## config.mk

```make
export PLATFORM = sky130hd
export DESIGN_NAME = keyframe_segment_locator
export DESIGN_NICKNAME = d
export VERILOG_FILES = /design/src/hdl/kfseg_pkg.sv /design/src/hdl/keyframe_segment_locator.sv
export SDC_FILE = /design/constraint.sdc
export NUM_CORES = 2
export LEC_CHECK = 0
export ABC_AREA = 0
export ABC_CLOCK_PERIOD_IN_PS = 11530
export BUFFER_PORTS_ARGS = -buffer_cell sky130_fd_sc_hd__buf_2
export CAP_MARGIN = 30
export CORE_AREA = 8 8 336 338
export DETAILED_ROUTE_END_ITERATION = 12
export DIE_AREA = 0 0 344 346
export GPL_ROUTABILITY_DRIVEN = 0
export MAX_ROUTING_LAYER = met4
export SETUP_SLACK_MARGIN = 0.15
export SLEW_MARGIN = 40
export SYNTH_ARGS = -nofsm -noshare
export SYNTH_HDL_FRONTEND = slang
export SYNTH_SLANG_ARGS = --single-unit
```

## constraint.sdc

```tcl
create_clock -name i_clk -period 11.53 [get_ports i_clk]
set_input_delay 0 -clock i_clk [delete_from_list [all_inputs] [get_ports i_clk]]
set_output_delay 0 -clock i_clk [all_outputs]
set_load 0.05 [all_outputs]
```

## src/hdl/kfseg_pkg.sv

```systemverilog
`default_nettype none
package kfseg_pkg;

    localparam int MAX_FRAMES_DEF = 32;
    localparam int TIME_BITS_DEF  = 16;

    localparam logic [1:0] KIND_WRITE = 2'd0;
    localparam logic [1:0] KIND_GOTO  = 2'd1;
    localparam logic [1:0] KIND_STEP  = 2'd2;
    localparam logic [1:0] KIND_RSVD  = 2'd3;

    localparam logic EV_ENTER = 1'b0;
    localparam logic EV_APPLY = 1'b1;

    typedef struct packed {
        logic [1:0]  kind;
        logic [4:0]  slot;
        logic [15:0] key_time;
        logic        enter_when_passed;
        logic [15:0] target_frame;
    } t_in_item;

    typedef struct packed {
        logic        event_res;
        logic [4:0]  key_slot;
        logic [4:0]  next_slot;
        logic [15:0] enter_time;
        logic [15:0] progress;
        logic        last;
    } t_out_item;

    typedef enum logic [4:0] {
        S_IDLE,
        S_STEP_CHK,
        S_RD0,
        S_RDL,
        S_DECIDE,
        S_BS_MID,
        S_BS_A,
        S_BS_B,
        S_BS_END,
        S_BS_E1,
        S_BS_E2,
        S_W_NEXT,
        S_W_A,
        S_W_B,
        S_W_END,
        S_ENTER,
        S_APPLY,
        S_DIV,
        S_AOUT
    } t_state;

endpackage
`default_nettype wire

```

## src/hdl/keyframe_segment_locator.sv

```systemverilog
`default_nettype none
// Keyframe segment locator. Keyframe times and their enter-when-passed flags are
// loaded with write transactions (kind 0) into a table with one write port;
// frame_count, set by any APB write (paddr is not decoded), selects how many
// entries are in use. A goto transaction (kind 1) binary-searches the table for the
// segment holding the target time; a step transaction (kind 2) searches only when
// the target leaves the current segment, walking forward one entry at a time and
// emitting an enter result for each flagged keyframe it passes. While frame_count
// is nonzero, every goto/step ends with an apply result carrying the elapsed
// fraction of the segment as unsigned Q0.16; only that result has last set.
// All table reads go through one registered read port; a goto makes about
// log2(frame_count) binary-search probes. The apply fraction comes from a restoring
// divider with a 16-bit quotient, one quotient bit per cycle, skipped when the span
// is zero, the target lies before the segment start or the fraction saturates.
// Enter and apply results wait while the result register is still held by the sink.
// The input side stalls while a transaction is being worked on; the result register
// lets the next transaction be taken while the last result waits.
module keyframe_segment_locator #(
    parameter int MAX_FRAMES = kfseg_pkg::MAX_FRAMES_DEF,
    parameter int TIME_BITS  = kfseg_pkg::TIME_BITS_DEF
) (
    input  wire                   i_clk,
    input  wire                   i_rst_n,
    input  wire                   i_in_valid,
    output logic                  o_in_stall,
    input  kfseg_pkg::t_in_item   i_in_data,
    output logic                  o_out_valid,
    input  wire                   i_out_stall,
    output kfseg_pkg::t_out_item  o_out_data,
    input  wire                   psel,
    input  wire                   penable,
    input  wire                   pwrite,
    input  wire  [1:0]            paddr,
    input  wire  [31:0]           pwdata,
    output logic [31:0]           prdata,
    output logic                  pready
);

    localparam int TB = TIME_BITS;
    localparam int IW = (MAX_FRAMES > 1) ? $clog2(MAX_FRAMES) : 1;
    localparam int NW = $clog2(MAX_FRAMES + 1);
    localparam int CW = NW + 1;
    localparam int SW = IW + 2;

    // table storage
    logic [TB-1:0] r_mem_time [MAX_FRAMES];
    logic          r_mem_flag [MAX_FRAMES];
    logic [TB-1:0] r_rd_time;
    logic          r_rd_flag;
    logic [IW-1:0] rd_addr;

    // control and segment state
    kfseg_pkg::t_state r_state, n_state;
    logic [5:0]        r_fc;
    logic [1:0]        r_kind, n_kind;
    logic [TB-1:0]     r_t, n_t;
    logic [TB-1:0]     r_tc, n_tc;
    logic [TB-1:0]     r_t0, n_t0;
    logic [TB-1:0]     r_tm, n_tm;
    logic [TB-1:0]     r_start, n_start;
    logic [TB-1:0]     r_span, n_span;
    logic [IW-1:0]     r_cur, n_cur;
    logic              r_cur_valid, n_cur_valid;
    logic [IW-1:0]     r_from, n_from;
    logic [IW-1:0]     r_to, n_to;
    logic [IW-1:0]     r_mid, n_mid;
    logic [IW-1:0]     r_target, n_target;
    logic signed [SW-1:0] r_lo, n_lo;
    logic signed [SW-1:0] r_hi, n_hi;
    logic [NW-1:0]     r_i, n_i;
    logic              r_wflag, n_wflag;
    logic [TB-1:0]     r_wtime, n_wtime;
    logic [IW-1:0]     r_e_key, n_e_key;
    logic [IW-1:0]     r_e_next, n_e_next;
    logic [TB-1:0]     r_e_time, n_e_time;
    logic              r_e_walk, n_e_walk;
    logic [TB-1:0]     r_rem, n_rem;
    logic [15:0]       r_q, n_q;
    logic [3:0]        r_dcnt, n_dcnt;
    logic              r_out_valid;
    kfseg_pkg::t_out_item r_out;
    kfseg_pkg::t_out_item n_out;
    logic              out_load;

    logic [NW-1:0] w_n;
    logic [IW-1:0] w_n1;
    logic          out_free;
    logic          in_acc;
    logic [TB:0]   seg_end;
    logic [TB:0]   rem2;
    logic [IW-1:0] w_next_f;
    logic [TB-1:0] w_diff;

    assign w_n  = (7'(r_fc) > 7'(MAX_FRAMES)) ? NW'(MAX_FRAMES) : NW'(r_fc);
    assign w_n1 = IW'(w_n - NW'(1));
    assign out_free = !r_out_valid || !i_out_stall;
    assign in_acc   = i_in_valid && !o_in_stall;
    assign seg_end  = {1'b0, r_start} + {1'b0, r_span};
    assign rem2     = {r_rem, 1'b0};
    assign w_diff   = r_t - r_start;
    assign w_next_f = (CW'(r_to) + CW'(1) >= CW'(w_n)) ? '0 : IW'(r_to + IW'(1));

    assign o_in_stall  = (r_state != kfseg_pkg::S_IDLE);
    assign o_out_valid = r_out_valid;
    assign o_out_data  = r_out;
    assign pready      = 1'b1;
    assign prdata      = 32'(r_fc);

    // single write port, one registered read port
    always_ff @(posedge i_clk) begin
        if (in_acc && i_in_data.kind == kfseg_pkg::KIND_WRITE
                && 6'(i_in_data.slot) < 6'(MAX_FRAMES)) begin
            r_mem_time[IW'(i_in_data.slot)] <= TB'(i_in_data.key_time);
            r_mem_flag[IW'(i_in_data.slot)] <= i_in_data.enter_when_passed;
        end
        r_rd_time <= r_mem_time[rd_addr];
        r_rd_flag <= r_mem_flag[rd_addr];
    end

    always_ff @(posedge i_clk) begin
        if (!i_rst_n) begin
            r_state     <= kfseg_pkg::S_IDLE;
            r_fc        <= '0;
            r_cur       <= '0;
            r_cur_valid <= 1'b0;
            r_start     <= '0;
            r_span      <= '0;
            r_from      <= '0;
            r_to        <= '0;
            r_out_valid <= 1'b0;
        end else begin
            r_state     <= n_state;
            if (psel && penable && pwrite) begin
                r_fc <= pwdata[5:0];
            end
            r_cur       <= n_cur;
            r_cur_valid <= n_cur_valid;
            r_start     <= n_start;
            r_span      <= n_span;
            r_from      <= n_from;
            r_to        <= n_to;
            if (out_load) begin
                r_out_valid <= 1'b1;
            end else if (!i_out_stall) begin
                r_out_valid <= 1'b0;
            end
        end
    end

    always_ff @(posedge i_clk) begin
        r_kind   <= n_kind;
        r_t      <= n_t;
        r_tc     <= n_tc;
        r_t0     <= n_t0;
        r_tm     <= n_tm;
        r_mid    <= n_mid;
        r_target <= n_target;
        r_lo     <= n_lo;
        r_hi     <= n_hi;
        r_i      <= n_i;
        r_wflag  <= n_wflag;
        r_wtime  <= n_wtime;
        r_e_key  <= n_e_key;
        r_e_next <= n_e_next;
        r_e_time <= n_e_time;
        r_e_walk <= n_e_walk;
        r_rem    <= n_rem;
        r_q      <= n_q;
        r_dcnt   <= n_dcnt;
        if (out_load) begin
            r_out <= n_out;
        end
    end

    always_comb begin
        n_state = r_state;   n_kind = r_kind;     n_t = r_t;         n_tc = r_tc;
        n_t0 = r_t0;         n_tm = r_tm;         n_start = r_start; n_span = r_span;
        n_cur = r_cur;       n_cur_valid = r_cur_valid;
        n_from = r_from;     n_to = r_to;         n_mid = r_mid;     n_target = r_target;
        n_lo = r_lo;         n_hi = r_hi;         n_i = r_i;
        n_wflag = r_wflag;   n_wtime = r_wtime;
        n_e_key = r_e_key;   n_e_next = r_e_next; n_e_time = r_e_time; n_e_walk = r_e_walk;
        n_rem = r_rem;       n_q = r_q;           n_dcnt = r_dcnt;
        rd_addr  = '0;
        out_load = 1'b0;
        n_out    = '0;

        unique case (r_state)
            kfseg_pkg::S_IDLE: begin
                if (in_acc) begin
                    n_kind = i_in_data.kind;
                    n_t    = TB'(i_in_data.target_frame);
                    if (w_n != '0 && i_in_data.kind == kfseg_pkg::KIND_GOTO) begin
                        n_state = kfseg_pkg::S_RD0;
                    end else if (w_n != '0 && i_in_data.kind == kfseg_pkg::KIND_STEP) begin
                        n_state = kfseg_pkg::S_STEP_CHK;
                    end
                end
            end
            kfseg_pkg::S_STEP_CHK: begin
                // search only when the target leaves the current segment
                if (r_t < r_start || {1'b0, r_t} >= seg_end) begin
                    n_state = kfseg_pkg::S_RD0;
                end else begin
                    n_state = kfseg_pkg::S_APPLY;
                end
            end
            kfseg_pkg::S_RD0: begin
                rd_addr = '0;
                n_state = kfseg_pkg::S_RDL;
            end
            kfseg_pkg::S_RDL: begin
                n_t0    = r_rd_time;
                rd_addr = w_n1;
                n_state = kfseg_pkg::S_DECIDE;
            end
            kfseg_pkg::S_DECIDE: begin
                // r_rd_time/r_rd_flag hold the last active entry here
                n_e_walk = 1'b0;
                n_e_time = r_t;
                if (r_kind == kfseg_pkg::KIND_GOTO) begin
                    if (r_t < r_t0) begin
                        n_from = '0; n_to = '0;
                        n_start = '0; n_span = r_t0;
                        if (r_start >= r_t0 || !r_cur_valid || r_cur != '0) begin
                            n_cur = '0; n_cur_valid = 1'b1;
                            n_e_key = '0; n_e_next = '0;
                            n_state = kfseg_pkg::S_ENTER;
                        end else begin
                            n_state = kfseg_pkg::S_APPLY;
                        end
                    end else if (r_t >= r_rd_time) begin
                        n_from = w_n1; n_to = '0;
                        n_start = r_rd_time; n_span = '0;
                        if (r_rd_flag || !r_cur_valid || r_cur != w_n1) begin
                            n_cur = w_n1; n_cur_valid = 1'b1;
                            n_e_key = w_n1; n_e_next = w_n1;
                            n_state = kfseg_pkg::S_ENTER;
                        end else begin
                            n_state = kfseg_pkg::S_APPLY;
                        end
                    end else begin
                        n_lo = '0;
                        n_hi = SW'(w_n) - SW'(1);
                        n_target = '0;
                        n_state = kfseg_pkg::S_BS_MID;
                    end
                end else begin
                    if (r_t < r_t0) begin
                        n_start = '0; n_span = r_t0;
                        n_cur = '0; n_cur_valid = 1'b1;
                        n_e_key = '0; n_e_next = '0;
                        n_state = kfseg_pkg::S_ENTER;
                    end else if (r_t >= r_rd_time && r_start >= r_rd_time) begin
                        n_state = kfseg_pkg::S_APPLY;
                    end else begin
                        // clamp past the last keyframe
                        n_tc = (r_t >= r_rd_time) ? r_rd_time : r_t;
                        if (CW'(r_to) >= CW'(w_n)) begin
                            n_to = '0;
                        end
                        n_i = '0;
                        n_state = kfseg_pkg::S_W_NEXT;
                    end
                end
            end
            kfseg_pkg::S_BS_MID: begin
                if (r_lo > r_hi) begin
                    n_target = '0;
                    n_state = kfseg_pkg::S_BS_END;
                end else begin
                    n_mid = IW'((r_lo + r_hi) >>> 1);
                    rd_addr = IW'((r_lo + r_hi) >>> 1);
                    n_state = kfseg_pkg::S_BS_A;
                end
            end
            kfseg_pkg::S_BS_A: begin
                n_tm = r_rd_time;
                rd_addr = IW'(r_mid + IW'(1));
                n_state = kfseg_pkg::S_BS_B;
            end
            kfseg_pkg::S_BS_B: begin
                if (r_t >= r_tm && CW'(r_mid) + CW'(1) < CW'(w_n) && r_t < r_rd_time) begin
                    n_target = r_mid;
                    n_state = kfseg_pkg::S_BS_END;
                end else begin
                    if (r_tm > r_t) begin
                        n_hi = SW'(r_mid) - SW'(1);
                    end else begin
                        n_lo = SW'(r_mid) + SW'(1);
                    end
                    n_state = kfseg_pkg::S_BS_MID;
                end
            end
            kfseg_pkg::S_BS_END: begin
                rd_addr = r_target;
                n_state = kfseg_pkg::S_BS_E1;
            end
            kfseg_pkg::S_BS_E1: begin
                n_tm = r_rd_time;
                rd_addr = IW'(r_target + IW'(1));
                n_state = kfseg_pkg::S_BS_E2;
            end
            kfseg_pkg::S_BS_E2: begin
                n_from  = r_target;
                n_to    = IW'(r_target + IW'(1));
                n_start = r_tm;
                n_span  = r_rd_time - r_tm;
                if ((r_target == '0 && r_start < r_tm) || !r_cur_valid
                        || r_cur != r_target) begin
                    n_cur = r_target; n_cur_valid = 1'b1;
                    n_e_key = r_target; n_e_next = IW'(r_target + IW'(1));
                    n_state = kfseg_pkg::S_ENTER;
                end else begin
                    n_state = kfseg_pkg::S_APPLY;
                end
            end
            kfseg_pkg::S_W_NEXT: begin
                if (CW'(r_i) < CW'(w_n)) begin
                    rd_addr = r_to;
                    n_state = kfseg_pkg::S_W_A;
                end else begin
                    n_state = kfseg_pkg::S_W_END;
                end
            end
            kfseg_pkg::S_W_A: begin
                // take entry f = r_to, advance to_slot, fetch the following entry
                n_i     = NW'(r_i + NW'(1));
                n_from  = r_to;
                n_start = r_rd_time;
                n_wtime = r_rd_time;
                n_wflag = r_rd_flag;
                n_to    = w_next_f;
                rd_addr = w_next_f;
                n_state = kfseg_pkg::S_W_B;
            end
            kfseg_pkg::S_W_B: begin
                n_tm = r_rd_time;
                if (r_tc == r_wtime || (r_tc > r_wtime && r_tc < r_rd_time)) begin
                    n_state = kfseg_pkg::S_W_END;
                end else if (r_wflag) begin
                    n_e_key  = r_from;
                    n_e_next = r_to;
                    n_e_time = r_wtime;
                    n_e_walk = 1'b1;
                    n_state  = kfseg_pkg::S_ENTER;
                end else begin
                    n_state = kfseg_pkg::S_W_NEXT;
                end
            end
            kfseg_pkg::S_W_END: begin
                n_span = (r_from == w_n1) ? '0 : r_tm - r_wtime;
                n_cur = r_from; n_cur_valid = 1'b1;
                n_e_key  = r_from;
                n_e_next = (r_from == w_n1) ? r_from : r_to;
                n_e_time = r_tc;
                n_e_walk = 1'b0;
                n_state  = kfseg_pkg::S_ENTER;
            end
            kfseg_pkg::S_ENTER: begin
                if (out_free) begin
                    out_load = 1'b1;
                    n_out.event_res  = kfseg_pkg::EV_ENTER;
                    n_out.key_slot   = 5'(r_e_key);
                    n_out.next_slot  = 5'(r_e_next);
                    n_out.enter_time = 16'(r_e_time);
                    n_state = r_e_walk ? kfseg_pkg::S_W_NEXT : kfseg_pkg::S_APPLY;
                end
            end
            kfseg_pkg::S_APPLY: begin
                n_q = '0;
                n_rem = w_diff;
                n_dcnt = '0;
                if (!r_cur_valid) begin
                    n_state = kfseg_pkg::S_IDLE;
                end else if (r_span != '0 && r_t >= r_start) begin
                    if (w_diff >= r_span) begin
                        n_q = '1;
                        n_state = kfseg_pkg::S_AOUT;
                    end else begin
                        n_state = kfseg_pkg::S_DIV;
                    end
                end else begin
                    n_state = kfseg_pkg::S_AOUT;
                end
            end
            kfseg_pkg::S_DIV: begin
                // restoring divide, one quotient bit per cycle
                if (rem2 >= {1'b0, r_span}) begin
                    n_rem = TB'(rem2 - {1'b0, r_span});
                    n_q = {r_q[14:0], 1'b1};
                end else begin
                    n_rem = TB'(rem2);
                    n_q = {r_q[14:0], 1'b0};
                end
                n_dcnt = r_dcnt + 4'd1;
                if (r_dcnt == 4'd15) begin
                    n_state = kfseg_pkg::S_AOUT;
                end
            end
            kfseg_pkg::S_AOUT: begin
                if (out_free) begin
                    out_load = 1'b1;
                    n_out.event_res = kfseg_pkg::EV_APPLY;
                    n_out.key_slot  = 5'(r_cur);
                    n_out.progress  = r_q;
                    n_out.last      = 1'b1;
                    n_state = kfseg_pkg::S_IDLE;
                end
            end
            default: begin
                n_state = kfseg_pkg::S_IDLE;
            end
        endcase
    end

`ifndef NO_ASSERTIONS
    a_last_is_apply: assert property (@(posedge i_clk) disable iff (!i_rst_n)
        o_out_valid |-> (o_out_data.last == (o_out_data.event_res == kfseg_pkg::EV_APPLY)))
        else $error("last flag not tied to apply result");
    a_div_rem: assert property (@(posedge i_clk) disable iff (!i_rst_n)
        r_state == kfseg_pkg::S_DIV |-> r_rem < r_span)
        else $error("divider remainder out of range");
    a_walk_bound: assert property (@(posedge i_clk) disable iff (!i_rst_n)
        r_state == kfseg_pkg::S_W_A |-> CW'(r_i) < CW'(w_n))
        else $error("forward walk exceeded frame count");
    a_apply_valid: assert property (@(posedge i_clk) disable iff (!i_rst_n)
        r_state == kfseg_pkg::S_AOUT |-> r_cur_valid)
        else $error("apply without current keyframe");
`endif

endmodule
`default_nettype wire
```

# --- Yosys cells after proc, flatten, opt, wreduce, memory -nomap -nowiden ---
# Memory sizes are Yosys's and may differ from the RTL's. A register that Yosys moved wholly into a read port is not among the register bits.
# Cells that the tools add are included.
totals:
  register_bits: 280
  latchBits: 0
  ramBits: 544
  rom_bits: 0
  mem_count: 2
memory_table:
  columns: ["name", "depth", "width", "rd", "rd_ports_with_merged_regs", "wr", "line", "source"]
  rows:
  - ["r_mem_time", 32, 16, 1, 1, 1, "keyframe_segment_locator.sv:46", "logic [TB-1:0] r_mem_time [MAX_FRAMES];"]
  - ["r_mem_flag", 32, 1, 1, 1, 1, "keyframe_segment_locator.sv:47", "logic r_mem_flag [MAX_FRAMES];"]
op_classes:
  add_sub_neg: 16
  n_mul: 0
  div_mod_pow: 0
  magnitude_cmp: 21
  n_eq_ne: 53
  n_shift: 0
  mux: 123
  bitwise_logic: 4
  n_reduce_logical: 62
ops:
  columns: ["operator", "n"]
  rows:
  - ["two-way mux 16 bit", 16]
  - ["two-way mux 5 bit", 48]
  - ["one-hot mux 16 bit (3 select lines)", 3]
  - ["greater-or-equal comparator 16 bit", 6]
  - ["one-hot mux 5 bit (19 select lines)", 1]
  - ["< comparator 16 bit", 5]
  - ["two-way mux 7 bit", 10]
  - ["one-hot mux 16 bit (2 select lines)", 2]
  - ["subtractor 16 bit", 4]
  - ["one-hot mux 5 bit (3 select lines)", 4]
  - ["equality test 5 x 4 -> 1 bit, second input constant", 8]
  - ["one-hot mux 5 bit (4 select lines)", 2]
  - ["one-hot mux 5 bit (7 select lines)", 1]
  - ["inequality test 2 bit, second input constant", 17]
  - ["> comparator 16 bit", 2]
  - ["two-way mux 6 bit", 5]
  - ["one-hot mux 7 bit (2 select lines)", 2]
  - ["two-way mux 26 bit", 1]
  - ["one-hot mux 6 bit (2 select lines)", 2]
  - ["AND reduction 6 bit", 4]
  - ["inequality test 3 bit, second input constant", 7]
  - ["equality test 5 x 3 -> 1 bit, second input constant", 4]
  - ["adder 16 x 16 -> 17 bit", 1]
  - ["greater-or-equal comparator 16 x 17 -> 1 bit", 1]
  - ["51 further kinds", 123]

# --- Depth between registers and ports, before layout ---
logic_depth:
  depth_word: 10
  ltp_mapped: 20

# --- Worst setup path after synthesis ---
# No wires, ideal clock.
synth_path:
  path_type: "register to register"
  start: "reg r_state[4]"
  end: "reg r_state[4]"
  arrival_time_ns: 4.031
  path_slack_ns: 7.403
  stages_incl_launch_ff: 13
  path_buffers: 3
  synth_period_minus_slack_ns: 4.127
  path_cell_list: "dfxtp_1 -> buf_2 -> or3b_1 -> buf_2 -> nor2_1 -> nand2_1 -> a31oi_1 -> or3_1 -> buf_2 -> a222oi_1 -> nand2_1 -> a31oi_1 -> a221oi_1"
synth_via:
  elab_chain_len: 5
synth_rtl:
  columns: ["item", "line", "source"]
  rows:
  - ["start, declared", "keyframe_segment_locator.sv:53", "kfseg_pkg::t_state r_state, n_state;"]
  - ["start signal, assigned", "keyframe_segment_locator.sv:122", "r_state <= kfseg_pkg::S_IDLE;"]
  - ["start signal, assigned", "keyframe_segment_locator.sv:132", "r_state <= n_state;"]
  - ["nonzero test 5 bit", "keyframe_segment_locator.sv:103", "assign o_in_stall = (r_state != kfseg_pkg::S_IDLE);"]
  - ["logical NOT 1 bit", "keyframe_segment_locator.sv:97", "assign in_acc = i_in_valid && !o_in_stall;"]
  - ["logical AND 1 bit", "keyframe_segment_locator.sv:97", null]
  - ["inequality test 2 bit (no source line)", null, null]
  - ["AND reduction 5 bit (no source line)", null, null]
# Several ways; a longest one is shown, not always the timed one.
# A chain may end at the register's enable or synchronous reset.

# --- Final worst setup path ---
layout_path:
  start: "reg r_fc[5]"
  end: "reg r_rd_time[11] (read register of r_mem_time)"
layout_via:
  elab_chain_len: 5
layout_rtl:
  columns: ["item", "line", "source"]
  rows:
  - ["start, declared", "keyframe_segment_locator.sv:54", "logic [5:0] r_fc;"]
  - ["start signal, assigned", "keyframe_segment_locator.sv:134", "r_fc <= pwdata[5:0];"]
  - ["> comparator 6 bit", "keyframe_segment_locator.sv:94", "assign w_n = (7'(r_fc) > 7'(MAX_FRAMES)) ? NW'(MAX_FRAMES) : NW'(r_fc);"]
  - ["two-way mux 6 bit *", "keyframe_segment_locator.sv:94", null]
  - ["greater-or-equal comparator 6 bit or < comparator 6 bit (tied branches)", "keyframe_segment_locator.sv:101, keyframe_segment_locator.sv:319", null]
  - ["two-way mux 5 bit (on tied branches)", "keyframe_segment_locator.sv:101, keyframe_segment_locator.sv:319", null]
  - ["one-hot mux 5 bit (7 select lines) *", "keyframe_segment_locator.sv:188", "unique case (r_state)"]
  - ["end, declared", "keyframe_segment_locator.sv:48", "logic [TB-1:0] r_rd_time;"]
# Mark *: on every way between the ends. The rest lies on a longest branch, timed or not.

==> run summary <==
status = completed
final WL = 119300 um
crit-path max FO = 99
HP Start = i_in_data[34]
clock period minus worst slack = 5.538 ns
TritonCTS clock tree = done
antenna violations before repair = 4
main area contributors after synthesis = edfxtp_1 54%, ha_1 8.1%, a211oi_1 4.2%
final worst slack = 5.992 ns
post-synth top area share = 0.5363
Total Routing Usage GR = 0.1994
mapped cell area = 0.04272 mm2
Die Area = 0.1190 mm2
Synth area leader = edfxtp_1
share of the clock period used by the worst path = 0.4804
row count = 121
maximum VDD drop = 0.1367 mV
clk buf depth = 3
CP required = 12.07 ns
DR iter-0 viols = 2598
IO Port Bufs = 104
Sink Count = 840
max-cap violation count = 0
leakage = 17.58 nW
HP Class = primary input to flop
Worst Setup SP = r_fc[5]$_SDFFE_PN0P_
fin. max-slew vios = 0
slowest CP cell = buf_4
WS Path Type = flop to flop
Initial Utilization = 0.3964
critical path data arrival time = 6.08 ns
Post-synth EDFFs = 763
Clock Tree Root = clkbuf_16
Core ar. = 0.1078 mm2
CP top delay family = buffers and inverters
CP endpoint kind = flop
most frequent cell after synthesis = edfxtp_1
max_slew headroom = 0.4107
via count = 29727
Synth async-reset ratio = 0
Critical Path, Cell by Cell = inv_2 -> nand2_4 -> inv_4 -> ha_1 -> and2_0 -> o21ai_0 -> a211oi_4 -> a221oi_4 -> buf_4 -> buf_4 -> buf_6 -> and3_1 -> a211oi_1 -> o21ai_1 -> nand4_1 -> nor3_1
synthesized area per cell = 11.85 um2
Pre-antenna DRT Iters = 6
CTS Hold Bufs = 53
Synth Flop Type = edfxtp_1
final core utilization = 0.4489
post-synth cell types = 97
Syn-to-layout area delta = 13.25%
Antenna Violating Nets Remaining = 0
I/O pin count = 160
vias in the first global route = 28985
H-tree depth = 3
clock latency on the worst-skew pair = 0.67 ns
#FFs+latches synth = 840
Mapped Cells = 3606
Worst-Margin Slew = 0.8821 ns
first-pass GRT wire length = 178600 um
final hold vios = 0
vias per cell = 5.695
placed cells = 5001
pin count of the biggest net entering global routing = 129
Post-CTS Setup Repair Bufs = 0
grt ovf = 0
Setup violations, final = 0
Max Fclk = 0.1806 GHz
setup TNS = 0 ns
die height = 346 um
RSZ-0062 raised after global routing = false
Tot Pwr = 7.304 mW
slowest stage delay, CP = 0.68 ns
TritonCTS Buffers = 89
Final Non-Filler Cells = 5220
Die Width = 344 um
sequential share of the synthesized area = 0.5723
Post-DP HPWL = 79370 um
final net count = 4096
pre-CTS setup slack = 6.095 ns
Worst R2R Start = r_fc[5]$_SDFFE_PN0P_
# DRC = 0
Pwr Density = 151.0 mW/mm2
YS warnings = 0
# fillers = 9868
Post-synth top cells = 763 x edfxtp_1, 277 x ha_1, 252 x nand2_1, 237 x a211oi_1, 224 x and3_1
fraction of layout cells with a size suffix above 1 = 0.1099
clock skew = 0.05034 ns
post-cts sizing count = 0
clk slew on worst S/H paths = 0.06 ns
Startpoint Class = flop
Worst Path Buf+Inv = 5
CP dominant cell by count = buf_4
DR WL/cell = 22.86 um
-- worst register-to-register path, cell delays in order (launching register included) --
cell and delay (ns):
dfxtp_1 0.59, inv_2 0.16, nand2_4 0.15, inv_4 0.11, ha_1 0.31, and2_0 0.15
o21ai_0 0.40, a211oi_4 0.20, a221oi_4 0.29, buf_4 0.43, buf_4 0.69, buf_6 0.57
and3_1 0.43, a211oi_1 0.05, o21ai_1 0.23, nand4_1 0.27, nor3_1 0.39
-- cell families after synthesis --
group                      share of synthesized area
AOI/OAI and AO/OA                             0.1509
adders and majority gates                    0.08393
and+or+nand+nor                               0.1192
xor gates and xnor gates                     0.02252
muxes                                        0.01207
other                                      0.0001758
buffers and inverters                        0.03889
DFF                                           0.5723
-- layer usage --
metal / share of wire / global-route usage
met3: 0.059 / 0.02622
met2: 0.48 / 0.3270
met5: 0 / -
met4: 0.037 / 0.07001
met1: 0.42 / 0.2537
-- where the power goes --
group,internal (mW),switching [mW],leakage (nW)
registers,3.39,0.0762,7.38
clock network,1.65,1.22,1.41
logic,0.340,0.632,8.78
total,5.38,1.93,17.6
-- layout make-up --
cell class                      instances  area [um2]  share of cell area
Sequential cell                       840       24450              0.5054
Multi-Input combinational cell       2406       16990              0.3511
Timing Repair Buffer                  223        1609             0.03325
Tap cell                             1414        1769             0.03656
Clock inverter                         46       525.5             0.01086
Clock buffer                          116        2380             0.04918
Antenna cell                            3       7.507           0.0001552
Inverter                              172       650.6             0.01345
-- final timing paths --
| check | end | slack [ns] | cells past startpoint |
|---|---|---|---|
| worst max-delay path | r_rd_time[11]$_DFF_P_ | 5.99 | 16 |
| worst min-delay path | r_mem_time[0][14]$_DFFE_PP_ | 0.04 | 3 |
| worst max register to register | r_rd_time[11]$_DFF_P_ | 5.99 | 16 |
| worst min register to register | o_out_data[17]$_SDFFCE_PN0P_ | 0.52 | 1 |
-- layout by cell type, fill, tap and decap left out, types with 23 or more instances in the layout --
master / n
edfxtp_1: 763
ha_1: 277
nand2_1: 247
a211oi_1: 236
and3_1: 224
o21ai_0: 172
inv_1: 166
nor2_1: 143
a21oi_1: 121
buf_2: 104
clkbuf_16: 90
dfxtp_1: 77
o21ai_1: 69
a21o_1: 69
a31oi_1: 68
xnor2_1: 67
buf_4: 58
dlygate4sd3_1: 53
nor3_1: 50
nand3_1: 46
nand4_1: 46
and2_1: 46
xor2_1: 41
a22oi_1: 38
mux2i_1: 38
conb_1: 27
nor2b_1: 25
o22ai_1: 24
clkbuf_1: 23
-- metrics by stage --
step / area (um2) / hold slack, ns
2_1_floorplan: 42820 / 0.09887
3_3_place_gp: 44740 / 0.1810
3_5_place_dp: 44890 / 0.1826
4_1_cts: 48320 / 0.007137
5_1_grt: 48390 / 0.03967
6_report: 48390 / 0.04417
-- sequential cells by signal (all words and copies together) (netlist names), 6 cells and up --
name	count
o_out_data	44
r_e_time	16
r_fc	6
r_hi	7
r_i	6
r_lo	6
r_mem_flag	32
r_mem_time	512
r_q	16
r_rd_time	16
r_rem	16
r_span	16
r_start	16
r_t	16
r_t0	16
r_tc	16
r_tm	16
r_wtime	16
Power figures use the tool's default switching activity.
